==> config.mk <==
export PLATFORM = sky130hd
export DESIGN_NAME = bcz_lerp
export DESIGN_NICKNAME = d
export VERILOG_FILES = /design/src/rtl/assert_macros.svh /design/src/rtl/bcz_pkg.sv /design/src/rtl/bcz_lerp.sv
export SDC_FILE = /design/constraint.sdc
export NUM_CORES = 1
export LEC_CHECK = 0
export BUFFER_PORTS_ARGS = -buffer_cell sky130_fd_sc_hd__buf_2
export CAP_MARGIN = 20
export CELL_PAD_IN_SITES_DETAIL_PLACEMENT = 1
export CELL_PAD_IN_SITES_GLOBAL_PLACEMENT = 2
export CORE_MARGIN = 10
export CORE_UTILIZATION = 37
export DETAILED_ROUTE_END_ITERATION = 8
export PLACE_DENSITY_LB_ADDON = 0.1
export REMOVE_ABC_BUFFERS = 1
export SYNTH_ARGS = -nofsm -noshare
export SYNTH_HDL_FRONTEND = slang
export SYNTH_SLANG_ARGS = --single-unit
==> constraint.sdc <==
create_clock -name clk -period 7.8 [get_ports clk]
set_clock_uncertainty 0.2 [all_clocks]
set_input_delay 0.39 -clock clk [delete_from_list [all_inputs] [get_ports clk]]
set_output_delay 0.39 -clock clk [all_outputs]
set_load 0.02 [all_outputs]
==> src/rtl/assert_macros.svh <==
// Assertion macros shared by the spline evaluator RTL.
`ifndef ASSERT_MACROS_SVH
`define ASSERT_MACROS_SVH

// Clocked property, disabled while reset is asserted.
`define ASSERT_CHK(lbl, clk, rst_n, prop, msg) \
	lbl: assert property (@(posedge clk) disable iff (!rst_n) prop) else $error(msg);

// Antecedent implies consequent in the following cycle.
`define ASSERT_NEXT(lbl, clk, rst_n, ante, cons, msg) \
	lbl: assert property (@(posedge clk) disable iff (!rst_n) (ante) |=> (cons)) else $error(msg);

`endif

==> src/rtl/bcz_pkg.sv <==
// Shared types and constants of the cubic Bezier spline evaluator.
package bcz_pkg;

	// default sizing
	localparam int DEF_MAX_SEGMENTS = 64;
	localparam int DEF_COORD_BITS   = 16;

	// port field widths
	localparam int IN_BITS        = 16;
	localparam int OUT_BITS       = 16;
	localparam int T_BITS         = 16;
	localparam int T_FRAC_BITS    = 15;
	localparam int SEG_COUNT_BITS = 7;

	localparam logic [T_BITS-1:0]         T_ONE           = 16'h8000;
	localparam int                        ROUND_HALF      = 16384;
	localparam logic [SEG_COUNT_BITS-1:0] SEG_COUNT_RESET = 7'd1;

	// operation codes
	localparam logic [1:0] OP_WRITE = 2'd0;
	localparam logic [1:0] OP_MOVE  = 2'd1;
	localparam logic [1:0] OP_EVAL  = 2'd2;

	// de Casteljau schedule over a four-entry shift line: set bit = interpolate
	// the two head entries, clear bit = drop the head entry only
	localparam int            STEP_COUNT   = 9;
	localparam logic [3:0]    LAST_STEP    = 4'd8;
	localparam logic [STEP_COUNT-1:0] STEP_IS_LERP = 9'b1_0011_0111;

	// store port controls
	typedef struct packed {
		logic wr_en;
		logic rd_en;
	} mem_ctl_t;

	// sequencer states
	typedef enum logic [5:0] {
		ST_IDLE  = 6'b000001,
		ST_MADD  = 6'b000010,
		ST_ERD   = 6'b000100,
		ST_EWAIT = 6'b001000,
		ST_ELERP = 6'b010000,
		ST_EDONE = 6'b100000
	} state_t;

endpackage

==> src/rtl/bcz_lerp.sv <==
// Two-stage linear interpolation a + round((b - a) * t) in Q1.15 t.
module bcz_lerp import bcz_pkg::*; #(
	parameter int COORD_BITS = DEF_COORD_BITS
) (
	input  logic                         clk,
	input  logic                         en,
	input  logic signed [COORD_BITS-1:0] a,
	input  logic signed [COORD_BITS-1:0] b,
	input  logic        [T_BITS-1:0]     t,
	output logic signed [COORD_BITS-1:0] r
);

	localparam int DFW = COORD_BITS + 1;
	localparam int PW  = COORD_BITS + T_BITS + 2;

	logic signed [DFW-1:0]        diff;
	logic signed [T_BITS:0]       tf;
	logic signed [PW-1:0]         prod_s1;
	logic signed [COORD_BITS-1:0] a_s1;
	logic signed [PW-1:0]         rnd;
	logic signed [PW-1:0]         shq;

	assign diff = DFW'(b) - DFW'(a);
	assign tf   = $signed({1'b0, t});

	// stage 1: product
	always_ff @(posedge clk) begin
		if (en) begin
			prod_s1 <= diff * tf;
			a_s1    <= a;
		end
	end

	// stage 2: round half up, floor shift, add base; result stays between a and b for t up to 1.0
	assign rnd = prod_s1 + PW'(ROUND_HALF);
	assign shq = rnd >>> T_FRAC_BITS;
	assign r   = a_s1 + $signed(shq[COORD_BITS-1:0]);

endmodule

; Word-level counts from Yosys, hierarchy flattened
; Cells that the tools add are included.
[word_totals]
elab_cells = 6
inputBits = 50
register_bits = 47
[op_classes]
multipliers = 1
addsub = 3
[ops]
columns = op, n
row1 = $add 31x16->31 const B, 1
row2 = $mul 17x17->31, 1
row3 = $sub 16x16->17, 1
row4 = $add 16x16->16, 1

; Logic depth before layout (Yosys ltp)
; Gate-level depths: netlist (run 1).
[depth]
word_depth = 2
mapped_depth = 33
depth_no_buf = 33

; Least setup slack after synthesis (run 1)
; Ideal clock, no wire load.
[synth_path]
kind = input-to-reg
from = input port a[4]
to = register prod_s1[30], data pin
setup_ns = 0.268
path_stages = 29
slack_ns = -0.597
arrival_ns = 7.929
path_buffers = 1
cell_sequence = inv_1 ha_1 and2_1 a311o_1 a31oi_2 a2111oi_2 o31ai_4 mux2i_1 or4_4 buf_6 and2_1 fa_1 inv_1 fa_1 fa_1 inv_1 fa_1 fa_1 inv_1 fa_1 inv_1 ha_1 a21o_1 a21o_1 a21oi_1 a31oi_1 a221o_1 a221oi_1 xnor3_1
[synth_between]
elab_chain_len = 2
[synth_lines]
columns = item, line
row1 = start: declaration, bcz_lerp.sv:7  ; input logic signed [COORD_BITS-1:0] a,
row2 = $sub 16x16->17, bcz_lerp.sv:23  ; assign diff = DFW'(b) - DFW'(a);
row3 = $mul 17x17->31, bcz_lerp.sv:29  ; prod_s1 <= diff * tf;
row4 = end signal: assignment, bcz_lerp.sv:29
row5 = end: declaration, bcz_lerp.sv:18  ; logic signed [PW-1:0] prod_s1;
; Every way passes these cells.
; A chain may end at the register's enable or synchronous reset.

; Final worst setup path (run 1)
[layout_path]
from = input port a[0]
to = register prod_s1[30], data pin
; Same word-level chain as after synthesis.

==> results.sh, run 1 <==
export IMPL_outcome="finished, violations left"
export IMPL_violations="setup timing"
export IMPL_fmax_ghz=0.1264
export IMPL_ant_nets=0
export IMPL_critPathRequiredTime_ns=7.62
export IMPL_synthCells=1307
export IMPL_ys_async_sr_fraction=0
export IMPL_cp_slowest_stage_delay_ns=0.58
export IMPL_cts_inserted_buffers=5
export IMPL_grt_usage=0.1763
export IMPL_final_hold_viol_count=0
export IMPL_whs_endpoint="a_s1[15]$_DFFE_PP_"
export IMPL_synth_top_area_frac=0.4184
export IMPL_synth_top_cells_by_area="fa_1 42%, ha_1 12%, inv_1 10%"
export IMPL_grt_pass1_vias=10660
export IMPL_syn_avg_cell_area_um2=9.263
export IMPL_area_growth_pct=21.79
export IMPL_fin_crit_ns=7.912
export IMPL_drt_pre_antenna_iters=4
export IMPL_place_ws_ns=-1.032
export IMPL_cts_tree="yes"
export IMPL_endpoint_kind="flop"
export IMPL_avgViaCountPerCell=4.703
export IMPL_ys_ff_latch=33
export IMPL_die_x_um=200.9
export IMPL_cts_max_level=2
export IMPL_tightest_slew_ns=0.8592
export IMPL_synth_seq_area_share=0.08185
export IMPL_diodes=0
export IMPL_crit_start="a[0]"
export IMPL_multi_input_area_mm2=0.01014
export IMPL_regArea_um2=991.0
export IMPL_path_clk_slew_ns=0.06
export IMPL_gr_total_overflow=0
export IMPL_avgRoutedWirePerCell_um=17.78
export IMPL_drive_gt1_frac=0.2114
export IMPL_post_route_period_util=1.014
export IMPL_hp_class="input port to flop"
export IMPL_dpl_hpwl_mm=29.87
export IMPL_clockBufferDepth=2
export IMPL_yosysTopAreaCell="fa_1"
export IMPL_slew_viol_final=0
export IMPL_critPathKind="input port to flop"
export IMPL_place_congestion=0.8016
export IMPL_drc=0
export IMPL_synth_edf_count=33
export IMPL_critPathLaunchType="input port"
export IMPL_min_from="a[15]"
export IMPL_path_max_fanout=5
export IMPL_arrival_ns=7.74
export IMPL_start_util=0.3740
export IMPL_setup_viol_count_final=2
export IMPL_core_mm2=0.03237
export IMPL_cts_sinks=33
export IMPL_die_y_um=200.9
export IMPL_fp_row_count=66
export IMPL_synth_ff_type="edfxtp_1"
export IMPL_maxSlewHeadroom=0.4272
export IMPL_ys_types=57
export IMPL_hold_buffers=0
export IMPL_antenna_found_initial=0
export IMPL_grt_max_degree=34
export IMPL_layout_commonest_cell="inv_1"
export IMPL_fin_ws_ns=-0.1117
export IMPL_crit_buf_inv=9
export IMPL_layout_common_cells="312 x inv_1, 246 x fa_1, 152 x nand2_1, 152 x buf_4, 104 x ha_1"
export IMPL_drv_cap=0
export IMPL_finalWirelength_mm=34.68
export IMPL_portBuffers=65
export IMPL_die_area_mm2=0.04036
export IMPL_vias=9176
export IMPL_ys_warn_count=0
export IMPL_nets=1926
export IMPL_fillers=3812
export IMPL_grt_setup_unrepaired="yes"
export IMPL_cts_root_buf="clkbuf_16"
export IMPL_setup_tns_ns=-0.1827
export IMPL_synthesis_area_mm2=0.01211
export IMPL_grt_pass1_wl_mm=57.24
export IMPL_crit_family="adder cells"
export IMPL_whs_path_depth=1
export IMPL_ioPinCount=66
export IMPL_drt_first_iter_violations=279
export IMPL_cpMaxStageDelayCell="fa_2"
==> what timing repair did <==
action | 4_1_cts | 5_1_grt
pin swaps | 53 | 59
setup buffers | 7 | 9
setup endpoints to repair | 9 | 10
cloned | 0 | 0
resized for setup | 50 | 51
==> logic make-up after synthesis <==
logic type,count (synthesis),share of synthesized area
buffers and inverters,364,0.1135
and+or+nand+nor,369,0.1538
adders and majority gates,368,0.5372
DFF,33,0.08185
xor gates and xnor gates,81,0.05974
AOI/OAI and AO/OA,91,0.05312
muxes,1,0.0008268
==> worst max-delay path by stage <==
stage,slack (ns),depth (start not counted),endpoint
4_1_cts,-0.11,33,prod_s1[30]$_DFFE_PP_
5_1_grt,-0.40,31,prod_s1[30]$_DFFE_PP_
3_5_place_dp,-1.03,31,prod_s1[30]$_DFFE_PP_
2_1_floorplan,-0.53,28,prod_s1[30]$_DFFE_PP_
3_3_place_gp,-0.93,32,prod_s1[30]$_DFFE_PP_
6_report,-0.11,32,prod_s1[30]$_DFFE_PP_
==> final cells by class <==
class / instances / share of cell area
Clock buffer: 5 / 0.008486
Clock inverter: 3 / 0.001527
Inverter: 327 / 0.08342
Multi-Input combinational cell: 910 / 0.6877
Sequential cell: 33 / 0.06721
Tap cell: 442 / 0.03751
Timing Repair Buffer: 231 / 0.1141
==> Yosys cell counts, types with 5 or more instances <==
library cell,n
a21o_1,17
a21oi_1,27
a31oi_1,7
and2_1,105
and3_1,8
clkbuf_1,35
edfxtp_1,33
fa_1,253
ha_1,115
inv_1,327
nand2_1,156
nand2b_1,12
nand3_1,14
nor2_1,25
nor2b_1,23
nor3_1,5
o21a_1,5
o21ai_0,6
xnor2_1,62
xor2_1,18
==> per-stage QoR <==
| step | utilization | hold slack [ns] | instance area (um2) | cells |
|---|---|---|---|---|
| 2_1_floorplan | - | 0.2889 | 11960 | 1270 |
| 3_3_place_gp | 0.4329 | 0.3900 | 14010 | 1930 |
| 3_5_place_dp | 0.4329 | 0.3941 | 14010 | 1930 |
| 4_1_cts | 0.4457 | 0.09722 | 14430 | 1942 |
| 5_1_grt | 0.4555 | 0.1007 | 14740 | 1951 |
| 6_report | 0.4555 | 0.09866 | 14740 | 1951 |
==> sequential cells by signal, indices dropped and copies added (netlist names) <==
signal   flops
a_s1        16
prod_s1     17
==> layer usage <==
layer  vias to the layer above  share of wire  wire length [um]  track usage
li1                       4304              -                 -            -
met1                      4719           0.44             15340       0.2252
met2                       121           0.50             17500       0.3143
met3                        32          0.030              1032      0.01727
met4                         0          0.023               803      0.03895
met5                         -              0                 0            0
Power of run 1 is left out: the tool's default activity adds up to more than one toggle a clock period on the data nets, which glitch-free logic cannot reach.
==> run 2, diff against run 1 <==
CORE_UTILIZATION = 38   (was 37)
CTS_BUF_LIST = sky130_fd_sc_hd__clkbuf_2 sky130_fd_sc_hd__clkbuf_4 sky130_fd_sc_hd__clkbuf_8   (was unset)
==> results.sh, run 2 (synthesized netlist as in run 1, its figures left out) <==
export IMPL_dpl_hpwl_mm=30.56
export IMPL_grt_pass1_vias=10752
export IMPL_crit_top_cell="fa_1"
export IMPL_critPathKind="input port to flop"
export IMPL_dr_wl_met3_mm=1.249
export IMPL_cts_sinks=33
export IMPL_fmax_ghz=0.1283
export IMPL_crit_family="adder cells"
export IMPL_hp_class="input port to flop"
export IMPL_cts_inserted_buffers=5
export IMPL_crit_buf_inv=9
export IMPL_highest_layer="met4"
export IMPL_maxSlewHeadroom=0.4390
export IMPL_grt_setup_unrepaired="yes"
export IMPL_reg_top3="prod_s1 x17, a_s1 x16"
export IMPL_path_clk_slew_ns=0.08
export IMPL_layout_common_cells="313 x inv_1, 243 x fa_1, 153 x nand2_1, 152 x buf_4, 104 x ha_1"
export IMPL_critPathRequiredTime_ns=7.65
export IMPL_die_area_mm2=0.03940
export IMPL_setup_viol_count_final=0
export IMPL_fin_hold_ws_ns=0.06441
export IMPL_portBuffers=65
export IMPL_vias=9268
export IMPL_grt_usage=0.1881
export IMPL_fin_ws_ns=0.006872
export IMPL_layout_commonest_cell="inv_1"
export IMPL_core_mm2=0.03147
export IMPL_path_max_fanout=5
export IMPL_post_route_period_util=0.9991
export IMPL_avgViaCountPerCell=4.850
export IMPL_drt_first_iter_violations=305
export IMPL_largest_register_ffs=17
export IMPL_cts_tree="yes"
export IMPL_start_util=0.3847
export IMPL_fin_crit_ns=7.793
export IMPL_clockBufferDepth=2
export IMPL_avgRoutedWirePerCell_um=18.67
export IMPL_critPathLaunchType="input port"
export IMPL_drv_cap=0
export IMPL_crit_start="a[1]"
export IMPL_hold_buffers=0
export IMPL_place_congestion=0.8466
export IMPL_ant_nets=0
export IMPL_cts_root_buf="clkbuf_8"
export IMPL_outcome="finished, final reports clean"
export IMPL_slew_viol_final=0
export IMPL_wl_met2_mm=17.83
export IMPL_drt_pre_antenna_iters=4
export IMPL_antenna_found_initial=1
export IMPL_min_from="a[4]"
export IMPL_drc=0
export IMPL_final_hold_viol_count=0
export IMPL_cp_slowest_stage_delay_ns=0.59
export IMPL_finalWirelength_mm=35.68
export IMPL_endpoint_kind="flop"
export IMPL_fp_row_count=65
export IMPL_cpMaxStageDelayCell="fa_1"
export IMPL_grt_max_degree=34
export IMPL_ioPinCount=66
export IMPL_tightest_slew_ns=0.8415
export IMPL_place_ws_ns=-0.9875
export IMPL_cts_max_level=2
export IMPL_top_register="prod_s1"
export IMPL_die_y_um=198.5
export IMPL_grt_pass1_wl_mm=58.10
export IMPL_die_x_um=198.5
export IMPL_drive_gt1_frac=0.2115
export IMPL_nets=1925
export IMPL_met1_length_mm=16.20
export IMPL_arrival_ns=7.64
export IMPL_area_growth_pct=21.40
export IMPL_gr_total_overflow=0
run 2: cell count changes in the layout (fill, tap and decap cells not counted), sizes merged:
cell,change
buf,-1
bufinv,+1
clkinv,+1
clkinvlp,-2
diode,+1
run 2: cell type report:
class	count	area, um2
repair buffers	230	1695
multi-input cells	910	10160
clock buffers	5	68.82
inverters	327	1230
fillers	3668	16780
diodes	1	2.502
flip-flops and latches	33	991.0
well taps	402	503.0
clock inverters	3	46.29
run 2: path summary, 6_finish.rpt:
check	to	slack, ns	depth (start not counted)
worst max-delay path	prod_s1[30]$_DFFE_PP_	0.007	30
worst min-delay path	a_s1[4]$_DFFE_PP_	0.06	1
run 2: metrics by stage:
| stage | utilization | setup TNS (ns) | std cells | area (um2) |
|---|---|---|---|---|
| finish | 0.4670 | 0 | 1911 | 14700 |
| global placement | 0.4407 | -5.346 | 1876 | 13870 |
| CTS | 0.4583 | 0 | 1898 | 14420 |
| detailed placement | 0.4407 | -5.994 | 1876 | 13870 |
| floorplan | - | -0.9544 | 1270 | 11960 |
| global route | 0.4669 | -1.523 | 1910 | 14700 |
run 2: per-layer routing:
layer	global-route usage	up-vias
met5	0	-
met4	0.02571	0
met3	0.01876	27
met2	0.3392	128
met1	0.2432	4803
li1	-	4310
run 2: timing repair:
item / CTS / global route
setup endpoints to repair: 9 / 9
pin swaps: 47 / 59
resized for setup: 62 / 43
setup buffers: 15 / 13
Power of run 2 is left out for the same reason.
==> run 3, diff against run 2 <==
CAP_MARGIN = unset   (was 20)
PLACE_DENSITY = 0.82   (was unset)
PLACE_DENSITY_LB_ADDON = unset   (was 0.1)
==> results.sh, run 3 (synthesized netlist as in run 1, its figures left out) <==
export IMPL_largest_register_ffs=17
export IMPL_gr_total_overflow=0
export IMPL_setup_viol_count_final=8
export IMPL_post_place_cells=1866
export IMPL_drt_first_iter_violations=372
export IMPL_ioPinCount=66
export IMPL_arrival_ns=8.13
export IMPL_place_congestion=0.8624
export IMPL_finalWirelength_mm=37.54
export IMPL_post_route_period_util=1.060
export IMPL_violations="setup timing"
export IMPL_layout_common_cells="314 x inv_1, 248 x fa_1, 178 x buf_4, 152 x nand2_1, 105 x ha_1"
export IMPL_outcome="finished, violations left"
export IMPL_diodes=0
export IMPL_fin_ws_ns=-0.4676
export IMPL_maxSlewHeadroom=0.2944
export IMPL_cp_slowest_stage_delay_ns=0.60
export IMPL_critPathRequiredTime_ns=7.66
export IMPL_grt_max_degree=34
export IMPL_dpl_hpwl_mm=28.62
export IMPL_tightest_slew_ns=1.044
export IMPL_layout_commonest_cell="inv_1"
export IMPL_path_clk_slew_ns=0.09
export IMPL_reg_top3="prod_s1 x17, a_s1 x16"
export IMPL_grt_setup_unrepaired="yes"
export IMPL_die_y_um=198.5
export IMPL_top_register="prod_s1"
export IMPL_grt_pass1_wl_mm=59.05
export IMPL_grt_pass1_vias=11287
export IMPL_portBuffers=65
export IMPL_avgRoutedWirePerCell_um=19.41
export IMPL_cts_inserted_buffers=5
export IMPL_final_hold_viol_count=0
export IMPL_whs_path_depth=1
export IMPL_min_from="a[10]"
export IMPL_nets=1949
export IMPL_cpMaxStageDelayCell="or4_4"
export IMPL_vias=9495
export IMPL_place_area_mm2=0.01377
export IMPL_highest_layer="met4"
export IMPL_die_x_um=198.5
export IMPL_antenna_found_initial=0
export IMPL_path_max_fanout=3
export IMPL_cts_sinks=33
export IMPL_cts_tree="yes"
export IMPL_area_growth_pct=23.01
export IMPL_endpoint_kind="flop"
export IMPL_fp_row_count=65
export IMPL_drt_pre_antenna_iters=5
export IMPL_core_mm2=0.03147
export IMPL_slew_viol_final=0
export IMPL_critPathLaunchType="input port"
export IMPL_fin_crit_ns=8.268
export IMPL_fmax_ghz=0.1210
export IMPL_clockBufferDepth=2
export IMPL_critPathKind="input port to flop"
export IMPL_hp_class="input port to flop"
export IMPL_met1_length_mm=14.69
export IMPL_grt_usage=0.1904
export IMPL_drv_cap=0
export IMPL_start_util=0.3847
export IMPL_wl_met2_mm=20.47
export IMPL_fillers=3628
export IMPL_cts_root_buf="clkbuf_8"
export IMPL_stdcell_area_mm2=0.01489
export IMPL_cts_max_level=2
export IMPL_avgViaCountPerCell=4.910
export IMPL_drc=0
export IMPL_dr_wl_met3_um=969
export IMPL_ant_nets=0
export IMPL_finalNonFillerCells=1934
export IMPL_drive_gt1_frac=0.2291
export IMPL_whs_endpoint="a_s1[10]$_DFFE_PP_"
export IMPL_die_area_mm2=0.03940
==> run 3: cell count changes in the layout (fill, tap and decap cells not counted), moves of 3 or more <==
| cell | previous run | this run |
|---|---|---|
| fa_1 | 243 | 248 |
| buf_4 | 152 | 178 |
| and2_1 | 98 | 95 |
| buf_12 | 5 | 2 |
| nor2_2 | 0 | 3 |
| nor2_1 | 25 | 20 |
| fa_2 | 10 | 5 |
| and2_4 | 7 | 10 |
==> run 3: layout make-up <==
class                           instances  area (um2)  area share
Multi-Input combinational cell        910       10220      0.6861
Tap cell                              402       503.0     0.03378
Timing Repair Buffer                  254        1862      0.1250
Clock buffer                            6       76.32    0.005125
Sequential cell                        33       991.0     0.06654
Inverter                              327        1232     0.08276
Clock inverter                          2       10.01   0.0006722
==> run 3: metal layers <==
| metal | GRT usage | vias up |
|---|---|---|
| li1 | - | 4358 |
| met1 | 0.2158 | 4907 |
| met2 | 0.3712 | 162 |
| met3 | 0.01555 | 68 |
| met4 | 0.05114 | 0 |
| met5 | 0 | - |
==> run 3: how the worst max path moves through the flow <==
| stage | startpoint | slack (ns) | end |
|---|---|---|---|
| floorplan | a[4] | -0.53 | prod_s1[30]$_DFFE_PP_ |
| global placement | a[0] | -1.0 | prod_s1[30]$_DFFE_PP_ |
| detailed placement | a[0] | -1.12 | prod_s1[30]$_DFFE_PP_ |
| CTS | b[0] | -0.03 | prod_s1[30]$_DFFE_PP_ |
| global route | a[4] | -0.73 | prod_s1[30]$_DFFE_PP_ |
| finish | a[4] | -0.47 | prod_s1[30]$_DFFE_PP_ |
==> run 3: timing repair <==
| action | CTS | global route |
|---|---|---|
| hold buffers | 0 | 0 |
| setup endpoints to repair | 9 | 10 |
| setup buffers | 48 | 14 |
| resized for setup | 68 | 52 |
| gates cloned | 0 | 1 |
| pin swaps | 61 | 50 |
==> run 3: worst max-delay path: cells and delay by family <==
family                   cells  cell delay, ns
AND/OR/NAND/NOR              5            1.15
adder cells (fa/ha/maj)      8            3.53
AO/OA/AOI/OAI                9            2.24
multiplexers                 1            0.13
buffers and inverters        6            0.32
XOR/XNOR                     1            0.35
==> run 3: stage by stage <==
stage	setup WS (ns)	setup TNS [ns]	hold slack, ns	utilization
6_report	-0.4676	-1.654	0.08872	0.4731
5_1_grt	-0.7308	-3.486	0.07197	0.4731
4_1_cts	-0.03192	-0.03750	0.08006	0.4627
3_5_place_dp	-1.124	-8.159	0.3893	0.4375
3_3_place_gp	-0.9996	-6.589	0.3807	0.4375
2_1_floorplan	-0.5298	-0.9544	0.2889	-
Power of run 3 is left out for the same reason.
